==> config.mk <==
export PLATFORM = sky130hd
export DESIGN_NAME = alarm_beep_pattern_sequencer_core_flat
export DESIGN_NICKNAME = d
export VERILOG_FILES = /design/src/rtl/abps_pkg.sv /design/src/rtl/abps_if.sv /design/src/rtl/alarm_beep_pattern_sequencer_core.sv /design/src/rtl/abps_step.sv /design/src/flat_wrapper.sv
export VERILOG_INCLUDE_DIRS = /design/src /design/src/rtl
export SDC_FILE = /design/constraint.sdc
export NUM_CORES = 1
export LEC_CHECK = 0
export BUFFER_PORTS_ARGS = -buffer_cell sky130_fd_sc_hd__buf_4
export CAP_MARGIN = 20
export CORE_ASPECT_RATIO = 0.75
export CORE_MARGIN = 5
export CORE_UTILIZATION = 62
export CTS_CLUSTER_DIAMETER = 60
export CTS_CLUSTER_SIZE = 14
export DETAILED_ROUTE_END_ITERATION = 6
export PLACE_DENSITY = 0.82
export SYNTH_ARGS = -nofsm -noshare
export SYNTH_HDL_FRONTEND = slang
export SYNTH_SLANG_ARGS = --single-unit
==> constraint.sdc <==
create_clock -name clk -period 3.4 [get_ports clk]
set_clock_uncertainty 0.1 [all_clocks]
set_input_delay 0.85 -clock clk [delete_from_list [all_inputs] [get_ports clk]]
set_output_delay 0.85 -clock clk [all_outputs]
set_load 0.02 [all_outputs]
==> src/rtl/alarm_beep_pattern_sequencer_core_assert.svh <==
// Assertion helpers used by the sequencer core RTL.
`ifndef ALARM_BEEP_PATTERN_SEQUENCER_CORE_ASSERT_SVH
`define ALARM_BEEP_PATTERN_SEQUENCER_CORE_ASSERT_SVH

// Same-cycle implication, held off during reset.
`define ABPS_ASSERT_NOW(label, clk, rst, ante, cons) \
  label: assert property (@(posedge clk) disable iff (rst) (ante) |-> (cons)) \
    else $error("abps assertion failed");

// Next-cycle implication, held off during reset.
`define ABPS_ASSERT_NEXT(label, clk, rst, ante, cons) \
  label: assert property (@(posedge clk) disable iff (rst) (ante) |=> (cons)) \
    else $error("abps assertion failed");

`endif

==> src/rtl/abps_pkg.sv <==
package abps_pkg;

  localparam int CMD_W  = 2;
  localparam int PAT_W  = 3;
  localparam int STEP_W = 2;
  localparam int WAIT_W = 11;

  // Command codes
  localparam logic [CMD_W-1:0] CMD_TICK  = 2'd0;
  localparam logic [CMD_W-1:0] CMD_REQ   = 2'd1;
  localparam logic [CMD_W-1:0] CMD_RESET = 2'd2;

  // Pattern codes
  localparam logic [PAT_W-1:0] PAT_OFF    = 3'd0;
  localparam logic [PAT_W-1:0] PAT_ARM    = 3'd1;
  localparam logic [PAT_W-1:0] PAT_DISARM = 3'd2;
  localparam logic [PAT_W-1:0] PAT_DETECT = 3'd3;
  localparam logic [PAT_W-1:0] PAT_RUN    = 3'd4;

  // Step indexes
  localparam logic [STEP_W-1:0] STEP_0 = 2'd0;
  localparam logic [STEP_W-1:0] STEP_1 = 2'd1;
  localparam logic [STEP_W-1:0] STEP_2 = 2'd2;
  localparam logic [STEP_W-1:0] STEP_3 = 2'd3;

  // Wait reloads: duration in ms minus one
  localparam logic [WAIT_W-1:0] WAIT_100  = 11'd99;
  localparam logic [WAIT_W-1:0] WAIT_300  = 11'd299;
  localparam logic [WAIT_W-1:0] WAIT_500  = 11'd499;
  localparam logic [WAIT_W-1:0] WAIT_1000 = 11'd999;
  localparam logic [WAIT_W-1:0] WAIT_1500 = 11'd1499;

  typedef struct packed {
    logic [PAT_W-1:0]  cur_pat;
    logic [PAT_W-1:0]  req_pat;
    logic [STEP_W-1:0] step_idx;
    logic [WAIT_W-1:0] wait_cnt;
    logic              buzzer;
  } seq_state_t;

  typedef struct packed {
    logic             buzzer_on;
    logic [PAT_W-1:0] active_pattern;
    logic             step_taken;
  } seq_result_t;

endpackage

==> src/rtl/abps_if.sv <==
interface abps_in_if import abps_pkg::*; ();
  logic             valid;
  logic             ready;
  logic [CMD_W-1:0] cmd;
  logic [PAT_W-1:0] pattern;

  modport source (output valid, cmd, pattern, input ready);
  modport sink   (input valid, cmd, pattern, output ready);
endinterface

interface abps_out_if import abps_pkg::*; ();
  logic             valid;
  logic             ready;
  logic             buzzer_on;
  logic [PAT_W-1:0] active_pattern;
  logic             step_taken;

  modport source (output valid, buzzer_on, active_pattern, step_taken, input ready);
  modport sink   (input valid, buzzer_on, active_pattern, step_taken, output ready);
endinterface

==> src/rtl/alarm_beep_pattern_sequencer_core.sv <==
// Buzzer pattern sequencer: each input beat is a 1 ms tick, a pattern request or a
// reset-to-off, and each one yields exactly one result beat with the buzzer level,
// the playing pattern and whether the tick ran a pattern step. Throughput is one
// beat per clock while the result side keeps ready high; an accepted beat passes
// through the input register, then the combinational step decoder, into the result
// register, and a stalled result holds the input stage.
// Durations are counted in ticks, not clocks; the 11-bit wait counter reloads with
// the step length minus one, so a step fires on the tick that finds it at zero.
`include "alarm_beep_pattern_sequencer_core_assert.svh"

module alarm_beep_pattern_sequencer_core
  import abps_pkg::*;
(
  input  logic     clk,
  input  logic     rst,
  abps_in_if.sink  item,
  abps_out_if.source result
);

  logic             s1_valid;
  logic [CMD_W-1:0] s1_cmd;
  logic [PAT_W-1:0] s1_pat;
  logic             s1_adv;
  logic             proc;
  seq_state_t       st;
  seq_state_t       st_next;
  seq_result_t      res_next;
  seq_result_t      res;
  logic             out_valid;

  // Handshake: input stage moves when the result register is free or draining
  assign s1_adv     = !out_valid || result.ready;
  assign proc       = s1_valid && s1_adv;
  assign item.ready = !rst && (!s1_valid || s1_adv);

  // Input register
  always_ff @(posedge clk) begin
    if (rst) begin
      s1_valid <= 1'b0;
    end else if (item.ready) begin
      s1_valid <= item.valid;
    end
  end

  always_ff @(posedge clk) begin
    if (item.valid && item.ready) begin
      s1_cmd <= item.cmd;
      s1_pat <= item.pattern;
    end
  end

  abps_step u_step (
    .st      (st),
    .cmd     (s1_cmd),
    .pattern (s1_pat),
    .st_next (st_next),
    .res     (res_next)
  );

  // Sequencer state, updated as the item passes into the result register
  always_ff @(posedge clk) begin
    if (rst) begin
      st <= '{cur_pat: PAT_OFF, req_pat: PAT_OFF, step_idx: STEP_0,
              wait_cnt: '0, buzzer: 1'b0};
    end else if (proc) begin
      st <= st_next;
    end
  end

  // Result register
  always_ff @(posedge clk) begin
    if (rst) begin
      out_valid <= 1'b0;
    end else if (s1_adv) begin
      out_valid <= s1_valid;
    end
  end

  always_ff @(posedge clk) begin
    if (proc) begin
      res <= res_next;
    end
  end

  assign result.valid          = out_valid;
  assign result.buzzer_on      = res.buzzer_on;
  assign result.active_pattern = res.active_pattern;
  assign result.step_taken     = res.step_taken;

  // Checks
  `ABPS_ASSERT_NEXT(a_step_reloads, clk, rst, proc && res_next.step_taken, st.wait_cnt != '0)
  `ABPS_ASSERT_NEXT(a_nontick_keeps_wait, clk, rst, proc && s1_cmd != CMD_TICK, $stable(st.wait_cnt))
  `ABPS_ASSERT_NEXT(a_reset_cmd, clk, rst, proc && s1_cmd == CMD_RESET, st.cur_pat == PAT_OFF && st.step_idx == STEP_0)
  `ABPS_ASSERT_NEXT(a_stage_holds, clk, rst, s1_valid && !s1_adv, s1_valid && $stable(s1_cmd))

endmodule

==> src/rtl/abps_step.sv <==
module abps_step
  import abps_pkg::*;
(
  input  seq_state_t       st,
  input  logic [CMD_W-1:0] cmd,
  input  logic [PAT_W-1:0] pattern,
  output seq_state_t       st_next,
  output seq_result_t      res
);

  logic [PAT_W-1:0] pat_sel;
  logic             stepped;

  // Pattern adopted at the start of a step, only from step zero
  assign pat_sel = (st.cur_pat != st.req_pat && st.step_idx == STEP_0) ?
                   st.req_pat : st.cur_pat;

  always_comb begin
    st_next = st;
    stepped = 1'b0;
    case (cmd)
      CMD_TICK: begin
        if (st.wait_cnt == '0) begin
          stepped = 1'b1;
          st_next.cur_pat = pat_sel;
          case (pat_sel)
            PAT_ARM: begin
              case (st.step_idx)
                STEP_1: begin
                  st_next.buzzer = 1'b0; st_next.wait_cnt = WAIT_500; st_next.step_idx = STEP_2;
                end
                STEP_2: begin
                  st_next.buzzer = 1'b1; st_next.wait_cnt = WAIT_1000; st_next.step_idx = STEP_3;
                end
                STEP_3: begin
                  st_next.buzzer = 1'b0; st_next.wait_cnt = WAIT_100; st_next.step_idx = STEP_0;
                  st_next.req_pat = PAT_OFF;
                end
                default: begin
                  st_next.buzzer = 1'b1; st_next.wait_cnt = WAIT_300; st_next.step_idx = STEP_1;
                end
              endcase
            end
            PAT_DISARM: begin
              if (st.step_idx == STEP_1) begin
                st_next.buzzer = 1'b0; st_next.wait_cnt = WAIT_100; st_next.step_idx = STEP_0;
                st_next.req_pat = PAT_OFF;
              end else begin
                st_next.buzzer = 1'b1; st_next.wait_cnt = WAIT_1500; st_next.step_idx = STEP_1;
              end
            end
            PAT_DETECT: begin
              if (st.step_idx == STEP_1) begin
                st_next.buzzer = 1'b0; st_next.wait_cnt = WAIT_300; st_next.step_idx = STEP_0;
              end else begin
                st_next.buzzer = 1'b1; st_next.wait_cnt = WAIT_300; st_next.step_idx = STEP_1;
              end
            end
            PAT_RUN: begin
              if (st.step_idx == STEP_1) begin
                st_next.buzzer = 1'b0; st_next.wait_cnt = WAIT_500; st_next.step_idx = STEP_0;
              end else begin
                st_next.buzzer = 1'b1; st_next.wait_cnt = WAIT_1000; st_next.step_idx = STEP_1;
              end
            end
            // off: buzzer and step index left alone, re-poll
            default: st_next.wait_cnt = WAIT_100;
          endcase
        end else begin
          st_next.wait_cnt = st.wait_cnt - 1'b1;
        end
      end
      CMD_REQ: begin
        if (pattern <= PAT_RUN) st_next.req_pat = pattern;
      end
      CMD_RESET: begin
        st_next.cur_pat  = PAT_OFF;
        st_next.req_pat  = PAT_OFF;
        st_next.step_idx = STEP_0;
      end
      default: ;
    endcase
  end

  assign res.buzzer_on      = st_next.buzzer;
  assign res.active_pattern = st_next.cur_pat;
  assign res.step_taken     = stepped;

endmodule

==> src/flat_wrapper.sv <==
// flat-port wrapper written by rule: the top's interface ports become plain ports
module alarm_beep_pattern_sequencer_core_flat import abps_pkg::*;
  (clk, rst, item_valid, item_cmd, item_pattern, item_ready, result_valid, result_buzzer_on, result_active_pattern, result_step_taken, result_ready);
  abps_in_if item_i ();
  abps_out_if result_i ();
  input  logic clk;
  input  logic rst;
  input wire logic [$bits(item_i.valid)-1:0] item_valid;
  input wire logic [$bits(item_i.cmd)-1:0] item_cmd;
  input wire logic [$bits(item_i.pattern)-1:0] item_pattern;
  output wire logic [$bits(item_i.ready)-1:0] item_ready;
  output wire logic [$bits(result_i.valid)-1:0] result_valid;
  output wire logic [$bits(result_i.buzzer_on)-1:0] result_buzzer_on;
  output wire logic [$bits(result_i.active_pattern)-1:0] result_active_pattern;
  output wire logic [$bits(result_i.step_taken)-1:0] result_step_taken;
  input wire logic [$bits(result_i.ready)-1:0] result_ready;
  assign item_i.valid = item_valid;
  assign item_i.cmd = item_cmd;
  assign item_i.pattern = item_pattern;
  assign item_ready = item_i.ready;
  assign result_valid = result_i.valid;
  assign result_buzzer_on = result_i.buzzer_on;
  assign result_active_pattern = result_i.active_pattern;
  assign result_step_taken = result_i.step_taken;
  assign result_i.ready = result_ready;
  alarm_beep_pattern_sequencer_core u_core (.clk(clk), .rst(rst), .item(item_i), .result(result_i));
endmodule
==> reports/qor.csv, run 1 <==
metric,value,unit
crit-path max FO,12,
net switching fraction of the power,25.1,%
Synth Area in XOR/XNOR,0.879,%
die footprint,4460,sq um
Leak,0.816,nW
via count,1757,
VDD IR max,292,uV
sequential cell fraction of total power,46.4,%
clock period minus worst slack,2.56,ns
HP Class,reg -> reg,
Slew Limit Fails,0,
num ports,16,
dpl hpwl,3340,microns
clk slew on worst S/H paths,0.06,ns
Congestion Overflow GR,0,
Row Count,17,
RSZ-0062 raised after global routing,false,
DR vias/cell,6.44,
root buffer cell,clkbuf_8,
# placed instances,265,
flop2flop setup slack,0.84,ns
critical path class,reg -> reg,
Die Y,59.1,microns
Syn Nets,237,
Wirelength per Cell,16.5,microns
mapped cell area,1990,sq um
met1 WL,2080,microns
dpl ws,0.859,ns
Syn Inst Count,220,
Starting DRT DRC Count,256,
syn avg cell area,9.06,sq um
hold buffers post-CTS,0,
met2 WL,1930,microns
most common flop cell mapped by yosys,dfxtp_1,
Pwr per Cell Area,407,nW/um^2
post-synthesis adder-cell area fraction,5.02,%
gpl congestion,0.970,
crit path max-delay cell type,ha_1,
final setup vio count,0,
TritonCTS buffer count,5,
final wirelength,4490,microns
largest family of logic cells by synthesized area,simple AND/OR/NAND/NOR gates,
Worst EP arrival,2.59,ns
TNS Setup,0,ns
Internal Power,0.674,mW
global-route wire length before repair,7670,microns
Seq cells post-synth,32,
Initial Utilization,66.0,%
filler instances,218,
"Cell Count, Final, Fillers Out",273,
CORE AREA,3020,sq um
fin nets,251,
mux contribution to synthesized area,7.03,%
CTS tree,done,
Post-synth EDFFs,10,
gr usage total,22.6,%
DRT antenna net count,0,
wire length on met3,411,microns
Final period util,75.4,%
CTS resizes,0,
area grow syn2layout,11.0,%
Clock Power Share,39.2,%
Final Worst Setup Slack,0.835,ns
initial antenna violation count,0,
CP Data Required Time,3.43,ns
CTS max path bufs,2,
distinct cell type count after synthesis,55,
"Async S/R FF share, synth",0,%
Ant. Diodes,0,
die span in x,75.5,microns
largest net degree at the start of global routing,26,
Worst-Skew Late Latency,0.28,ns
DR top layer,met4,
Synth Area in Simple Gates,25.8,%
area occupied by multi-input gates,1170,sq um
final hold viol count,0,
share of layout cells above drive strength 1,17.0,%
switching pwr,0.226,mW
combinational power share,14.3,%
Fmax achieved,390,MHz
post-synthesis sequential area ratio,37.2,%
number of global-route vias before repair,1658,
Worst-Margin Slew,0.598,ns
startpoint types,register,
port buffer count,15,
drt pass-1 iters,4,
CTS Sinks,32,
status,"complete, no violations",
drt drc,0,
Slew headroom,60.1,%
Max Cap Viol,0,
htree depth,2,
worst path cell trace,"inv_1, ha_1, mux2i_2, nand3_1, a21o_1, o21a_1, a31oi_1",
Sequential Area,741,sq um
compound-gate portion of the synthesized area,20.0,%
post-CTS setup repair buffer count,0,
Ys Warns,0,
delay of the slowest cell on the worst path,0.55,ns
Critical Path Sink Type,register,
[per-stage QoR]
step	cell area, sq um	util [%]	total power, mW	hold slack (ns)
finish	2210	73.2	0.901	0.400
global route	2210	73.2	0.945	0.449
CTS	2210	73.2	0.907	0.399
detailed placement	2100	69.7	0.554	0.389
global placement	2100	69.7	0.550	0.373
floorplan	1990	-	0.520	0.362
[cells by family after synthesis]
logic type | count (synthesis)
flops | 32
xor+xnor | 2
fa+ha+maj | 8
buf+inv | 17
mux | 12
simple gates | 92
compound gates | 57
[power by group through the flow]
stage | combinational (mW) | clock [mW] | sequential [mW]
after floorplan | 0.0931 | 0 | 0.427
after global placement | 0.125 | 0 | 0.425
after detailed placement | 0.128 | 0 | 0.426
after CTS | 0.128 | 0.361 | 0.418
after global routing | 0.143 | 0.382 | 0.420
final | 0.129 | 0.353 | 0.418
[state kept, by name (all words and copies together), names as in the netlist]
| signal | count |
|---|---|
| u_core.result.valid | 1 |
| u_core.result.active_pattern | 3 |
| u_core.st | 20 |
| u_core.s1_cmd | 2 |
| u_core.result.buzzer_on | 1 |
| u_core.s1_valid | 1 |
| u_core.s1_pat | 3 |
| u_core.result.step_taken | 1 |
[worst max-delay path, delay by kind of cell (launching register included)]
kind            cells  cell delay (ns)
flops               1             0.35
simple gates        1             0.22
compound gates      3             0.53
buf+inv             1             0.16
mux                 1             0.49
fa+ha+maj           1             0.55
[per-layer routing]
metal	track usage, %	up-vias
met5	0	-
met1	31.3	826
li1	-	844
met2	31.7	80
met4	9.48	0
met3	7.63	7
[cell type report]
class	count	area share (%)
tap	38	2.15
inverter	9	1.53
sequential	32	33.5
timing repair buffer	15	5.09
clock buffer	6	3.28
multi-input combinational	171	52.9
clock inverter	2	1.58
[cell usage after synthesis (all sizes together) (2+ instances only)]
cell type,n,area [sq um]
o211ai,4,30.0
a21o,3,22.5
a311oi,6,52.6
o21ai,10,53.8
o31ai,2,15.0
clkbuf,3,11.3
dfxtp,22,440
xor2,2,17.5
nor2,29,111
mux2i,8,91.3
and2,2,13.8
and3,3,18.8
inv,9,33.8
nand3,9,45.0
mux2,4,48.8
nor3b,2,20.0
a22o,3,26.3
nand4,5,46.3
nand2b,4,25.0
edfxtp,10,300
nor3,5,52.6
nor2b,5,31.3
a21oi,15,82.6
a211oi,6,45.0
nand2,16,60.1
nor4,3,18.8
buf,5,37.5
ha,8,100
or3,3,18.8
or3b,2,20.0
[worst paths after layout]
check                                   start                 endpoint  depth (start not counted)
worst max-delay path            u_core.st[12]  u_core.result.buzzer_on                          7
worst min-delay path            u_core.st[11]            u_core.st[11]                          2
worst max register to register  u_core.st[12]  u_core.result.buzzer_on                          7
worst min register to register  u_core.st[11]            u_core.st[11]                          2
[cell usage in the layout, fill, tap and decap left out, types with 5 or more instances in the layout]
cell type	instances
a21oi_1	13
nand2_1	16
nor2b_1	5
buf_4	15
a211oi_1	6
mux2i_1	5
edfxtp_1	10
nand3_1	9
nor2_1	28
inv_1	9
clkbuf_8	5
dfxtp_1	22
ha_1	8
a311oi_1	6
o21ai_0	9
Power figures use the tool's default switching activity.
==> run 2, diff against run 1 <==
- CORE_UTILIZATION: 62 -> 59
- PLACE_DENSITY: 0.82 -> 0.79
- clock period: 3.4 -> 2.7 ns (I/O delays scaled with it)
==> run 2 against run 1 <==
Register-to-register slack got worse by 0.56 ns. Die area is 4.3% higher. Total power grew 16%. Final area decreased by 0.62%. Non-clock buffer count rose by 1. Count of clock-buffer cells in the layout grew 1. Combinational power grew 27%. Maximum frequency grew 5.8%. Clock power barely moved. Sequential power rose by 26%. Sequential share of layout area up 0.21 points. Largest cell class unchanged. Largest power group unchanged.
==> reports/qor.csv, run 2 (same netlist as run 1, synthesis figures left out) <==
metric,value,unit,change
Worst Reg-to-Reg Cells,7,,unchanged
Critical R2R Launch,u_core.st[13],,
final setup vio count,0,,unchanged
Worst Setup SP,u_core.st[13],,
Largest register FFs,20,,unchanged
Starting DRT DRC Count,178,,-30%
crit path capture,u_core.st[0],,
CTS tree,done,,
Slew headroom,69.2,%,+9.1 points
final hold viol count,0,,unchanged
flop2flop setup slack,0.28,ns,-0.56 ns
dpl hpwl,3210,microns,-3.8%
global-route wire length before repair,6940,microns,-9.4%
HP Class,reg -> reg,,
initial antenna violation count,0,,unchanged
dpl ws,0.184,ns,-0.675 ns
htree depth,2,,unchanged
filler instances,253,,+16%
fin nets,252,,+0.40%
port buffer count,15,,unchanged
status,"complete, no violations",,
CP Data Required Time,2.80,ns,-0.63 ns
Wirelength per Cell,16.2,microns,-1.7%
share of layout cells above drive strength 1,17.4,%,+0.35 points
num ports,16,,unchanged
Max Cap Viol,0,,unchanged
hold buffers post-CTS,0,,unchanged
CORE AREA,3270,sq um,+8.1%
die footprint,4650,sq um,+4.3%
crit path max-delay cell type,mux2i_2,,
Biggest register,u_core.st,,
Ant. Diodes,0,,unchanged
crit-path max FO,12,,unchanged
RSZ-0062 raised after global routing,false,,
Pwr per Cell Area,475,nW/um^2,+17%
critical path class,reg -> reg,,
Row Count,18,,+1
startpoint types,register,,
drt pass-1 iters,4,,unchanged
Leak,0.807,nW,-1.0%
drt drc,0,,unchanged
DRT antenna net count,0,,unchanged
Final period util,89.8,%,+14 points
Final Worst Setup Slack,0.276,ns,-0.559 ns
root buffer cell,clkbuf_8,,
via count,1730,,-1.5%
Critical Path Sink Type,register,,
clk slew on worst S/H paths,0.07,ns,about the same
gpl congestion,0.977,,+0.77%
TritonCTS buffer count,5,,unchanged
die span in x,77.1,microns,+2.2%
Worst-Margin Slew,0.453,ns,-0.145 ns
CTS max path bufs,2,,unchanged
final wirelength,4470,microns,-0.58%
gr usage total,19.2,%,-3.3 points
Congestion Overflow GR,0,,unchanged
hold path depth,2,,unchanged
clock period minus worst slack,2.42,ns,-0.141 ns
Slew Limit Fails,0,,unchanged
TNS Setup,0,ns,unchanged
"most common cell after layout, fill and taps aside",nor2_1,,
Worst EP arrival,2.53,ns,-0.06 ns
"commonest cells after routing, fill and taps aside","nor2_1, dfxtp_1, nand2_1, buf_4, a21oi_1",,
number of global-route vias before repair,1479,,-11%
largest net degree at the start of global routing,26,,unchanged
Initial Utilization,61.0,%,-5.0 points
Fmax achieved,413,MHz,+5.8%
DR vias/cell,6.27,,-2.6%
terminus of the critical flop-to-flop path,u_core.st[0],,
VDD IR max,343,uV,+18%
delay of the slowest cell on the worst path,0.49,ns,-0.06 ns
Die Y,60.3,microns,+2.1%
CTS Sinks,32,,unchanged
area grow syn2layout,10.3,%,
worst path cell trace,"inv_1, ha_2, mux2i_2, nand3_1, a21o_1, o21a_1, a311oi_1",,
Worst-Skew Late Latency,0.29,ns,about the same
run 2: changes by cell type in the layout (fill, tap and decap cells not counted):
cell       before  now
clkbuf_1        1    2
bufinv_16       1    0
buf_4          15   16
ha_2            0    1
ha_1            8    7
run 2: how the worst min path moves through the flow:
| stage | from | end | slack [ns] |
|---|---|---|---|
| final | u_core.st[11] | u_core.st[11] | 0.40 |
| after global routing | u_core.st[11] | u_core.st[11] | 0.43 |
| after CTS | u_core.st[11] | u_core.st[11] | 0.41 |
| after detailed placement | u_core.st[11] | u_core.st[11] | 0.39 |
| after global placement | u_core.st[11] | u_core.st[11] | 0.38 |
| after floorplan | u_core.st[11] | u_core.st[11] | 0.36 |
run 2: final cells by class:
cell class                      count  area, sq um  share of cell area, %
Clock buffer                        7         76.3                   3.47
Clock inverter                      1         5.00                  0.228
Inverter                            9         33.8                   1.54
Multi-Input combinational cell    171         1170                   53.3
Sequential cell                    32          741                   33.7
Tap cell                           40         50.0                   2.28
Timing Repair Buffer               16          120                   5.46
run 2: per-layer routing:
| metal | up-vias | wire length, microns | track usage, % | share of wire (%) |
|---|---|---|---|---|
| li1 | 847 | - | - | - |
| met5 | - | 0 | 0 | 0 |
| met1 | 797 | 2200 | 28.1 | 49 |
| met3 | 10 | 338 | 4.45 | 7.6 |
| met4 | 0 | 73 | 9.07 | 1.6 |
| met2 | 76 | 1860 | 27.1 | 42 |
run 2: worst max-delay path: cells and delay by family, from the launching register on:
kind            cells  cell delay [ns]
compound gates      3             0.60
mux                 1             0.49
fa+ha+maj           1             0.41
flops               1             0.35
simple gates        1             0.23
buf+inv             1             0.15
run 2: report_power, final:
part | internal, mW | switching, mW | total, mW | leakage, nW
registers | 0.510 | 0.0158 | 0.526 | 0.273
logic | 0.0659 | 0.0976 | 0.164 | 0.492
clock network | 0.181 | 0.174 | 0.355 | 0.0422
run 2: what timing repair did:
item	in CTS	in global routing
setup buffers	0	0
resized for setup	0	1
endpoints found under the setup margin	0	2
run 2: stage by stage:
step	utilization (%)	std cells	power, mW	hold slack (ns)	area (sq um)
detailed placement	64.8	268	0.697	0.392	2110
global placement	64.8	268	0.695	0.384	2110
CTS	67.2	276	1.05	0.406	2200
floorplan	-	220	0.655	0.362	1990
finish	67.3	276	1.04	0.405	2200
global route	67.3	276	1.09	0.426	2200
==> run 3, diff against run 2 <==
- CORE_UTILIZATION: 59 -> 61
- PLACE_DENSITY: 0.79 -> 0.8
- SYNTH_HIERARCHICAL: not set -> 1
==> run 3 against run 2 <==
Setup slack got worse by 0.033 ns. Via count up 14%. Largest power group unchanged. Critical endpoint is now u_core/st[10]. Count of clock-buffer cells in the layout increased by 1. Routed wire length increased by 14%. Total power grew 5.6%. Maximum frequency decreased by 1.4%. Largest cell class unchanged. Worst hold slack worse by 0.029 ns. Final area increased by 16%. Sequential share of layout area down 4.6 points. Critical path type unchanged.
==> reports/qor.csv, run 3 <==
metric,value,unit,change
status,"complete, no violations",,
CP Data Required Time,2.76,ns,-0.04 ns
Worst-Skew Late Latency,0.28,ns,about the same
top post-synthesis cells by area,"dfxtp_1, edfxtp_1, nand2b_1",,
final wirelength,5110,microns,+14%
DRT antenna net count,0,,unchanged
area grow syn2layout,7.55,%,
Row Count,19,,+1
Largest register FFs,20,,unchanged
TritonCTS buffer count,5,,unchanged
critical path class,reg -> reg,,
largest net degree at the start of global routing,44,,+69%
Syn Inst Count,269,,+22%
filler instances,317,,+25%
"most common cell after layout, fill and taps aside",nand2b_1,,
Syn Nets,285,,+20%
Leak,0.946,nW,+17%
gr usage total,20.8,%,+1.5 points
via count,1980,,+14%
Worst-Margin Slew,0.650,ns,+0.197 ns
Seq cells post-synth,32,,unchanged
gpl congestion,0.916,,-6.2%
Max Cap Viol,0,,unchanged
initial antenna violation count,0,,unchanged
HP Class,reg -> reg,,
RSZ-0062 raised after global routing,false,,
post-CTS setup repair buffer count,0,,unchanged
fin nets,292,,+16%
Biggest register,u_core/st,,
distinct cell type count after synthesis,58,,+5.5%
drt drc,0,,unchanged
post-synthesis sequential area ratio,31.3,%,-5.9 points
CTS max path bufs,2,,unchanged
dpl ws,0.212,ns,+0.0278 ns
CTS tree,done,,
final hold viol count,0,,unchanged
port buffer count,15,,unchanged
Post-synth EDFFs,10,,unchanged
Ys Warns,6,,+6
most common flop cell mapped by yosys,dfxtp_1,,
root buffer cell,clkbuf_8,,
Slew Limit Fails,0,,unchanged
Ant. Diodes,0,,unchanged
Congestion Overflow GR,0,,unchanged
clk slew on worst S/H paths,0.07,ns,about the same
Final Worst Setup Slack,0.243,ns,-0.0332 ns
htree depth,2,,unchanged
Slew headroom,56.3,%,-13 points
Pwr per Cell Area,433,nW/um^2,-8.9%
"commonest cells after routing, fill and taps aside","nand2b_1, mux2i_1, dfxtp_1",,
final setup vio count,0,,unchanged
global-route wire length before repair,8510,microns,+23%
Final period util,91.0,%,+1.2 points
CTS Sinks,32,,unchanged
Die Y,64.0,microns,+6.0%
"Async S/R FF share, synth",0,%,unchanged
clock period minus worst slack,2.46,ns,+0.0332 ns
Worst EP arrival,2.52,ns,about the same
mapped cell area,2370,sq um,+19%
Starting DRT DRC Count,260,,+46%
Initial Utilization,63.9,%,+2.9 points
TNS Setup,0,ns,unchanged
DR vias/cell,6.02,,-4.0%
worst path cell trace,"inv_1, ha_1, or4b_4, nand3b_4, a221oi_1, a31o_1, a21oi_1, nand2b_1, mux2i_1",,
hold buffers post-CTS,0,,unchanged
crit path max-delay cell type,or4b_4,,
final core utilization,68.7,%,+1.4 points
startpoint types,register,,
die span in x,82.0,microns,+6.3%
drt pass-1 iters,6,,+2
Fmax achieved,407,MHz,-1.4%
dpl hpwl,3670,microns,+14%
share of layout cells above drive strength 1,14.1,%,-3.3 points
syn avg cell area,8.81,sq um,-2.8%
delay of the slowest cell on the worst path,0.51,ns,+0.02 ns
Critical Path Sink Type,register,,
Yosys top cell by area,dfxtp_1,,
VDD IR max,366,uV,+6.5%
num ports,16,,unchanged
crit-path max FO,8,,-4
Synth top area share,18.6,%,-3.5 points
hold_ws,0.376,ns,-0.0286 ns
Wirelength per Cell,15.5,microns,-4.0%
most common cell in the synthesized netlist,nand2b_1,,
synth cell count leaders,"nand2b_1, dfxtp_1, mux2i_1",,
number of global-route vias before repair,1789,,+21%
CORE AREA,3710,sq um,+14%
die footprint,5240,sq um,+13%
==> run 3: changes by cell type after synthesis, sizes merged, moves of 5 or more <==
cell    change
nand2       -6
mux2i      +14
nor2        -7
a311oi      -6
o21ai       +9
nand2b     +39
a22o        +5
clkbuf      +9
nand3       -6
==> run 3: worst paths after layout <==
path | startpoint | endpoint | slack, ns | cells past startpoint
setup reg to reg | u_core/st[1] | u_core/st[10] | 0.24 | 9
hold reg to reg | u_core/st[0] | u_core/st[0] | 0.38 | 2
hold / removal | u_core/st[0] | u_core/st[0] | 0.38 | 2
setup / recovery | u_core/st[1] | u_core/st[10] | 0.24 | 9
==> run 3: metal layers <==
layer	wire length [microns]	part of all wire [%]	vias up	global-route usage, %
li1	-	-	974	-
met1	2360	46	914	28.5
met2	2290	45	79	31.0
met3	369	7.2	13	6.32
met4	91	1.8	0	6.64
met5	0	0	-	0
==> run 3: stage by stage <==
stage	area, sq um	total power, mW	cells
2_1_floorplan	2370	0.690	269
3_3_place_gp	2450	0.725	321
3_5_place_dp	2450	0.729	321
4_1_cts	2540	1.11	329
5_1_grt	2550	1.17	329
6_report	2550	1.10	329
==> run 3: repair_timing <==
item | in CTS | in global routing
endpoints found under the hold margin | 0 | 0
setup endpoints to repair | 0 | 1
resized for setup | 0 | 1
==> run 3: critical path: cells and delay by family, from the launching register on <==
| family | cells | cell delay, ns |
|---|---|---|
| muxes | 1 | 0.06 |
| and+or+nand+nor | 3 | 0.83 |
| AOI/OAI and AO/OA | 3 | 0.68 |
| buffers and inverters | 1 | 0.10 |
| DFF | 1 | 0.34 |
| adders and majority gates | 1 | 0.22 |
==> run 3: area by class of cell <==
cell class,instances,area [sq um],area share [%]
Inverter,11,41.3,1.62
Timing Repair Buffer,21,158,6.19
Tap cell,52,65.1,2.55
Clock buffer,8,90.1,3.53
Multi-Input combinational cell,205,1450,57.0
Sequential cell,32,741,29.1
==> run 3: logic make-up (layout without fill, tap and decap cells) <==
kind of cell    after synthesis  after routing  share of synthesized area, %
buf+inv                      32             40                          7.60
xor+xnor                      2              2                         0.739
simple gates                108            108                          27.6
compound gates               64             64                          18.8
mux                          24             24                          10.2
fa+ha+maj                     7              7                          3.70
flops                        32             32                          31.3
==> run 3: power by group <==
group / switching [mW] / internal (mW) / total, mW
Clock: 0.175 / 0.208 / 0.383
Sequential: 0.0148 / 0.510 / 0.525
Combinational: 0.106 / 0.0890 / 0.195
Total: 0.296 / 0.807 / 1.10
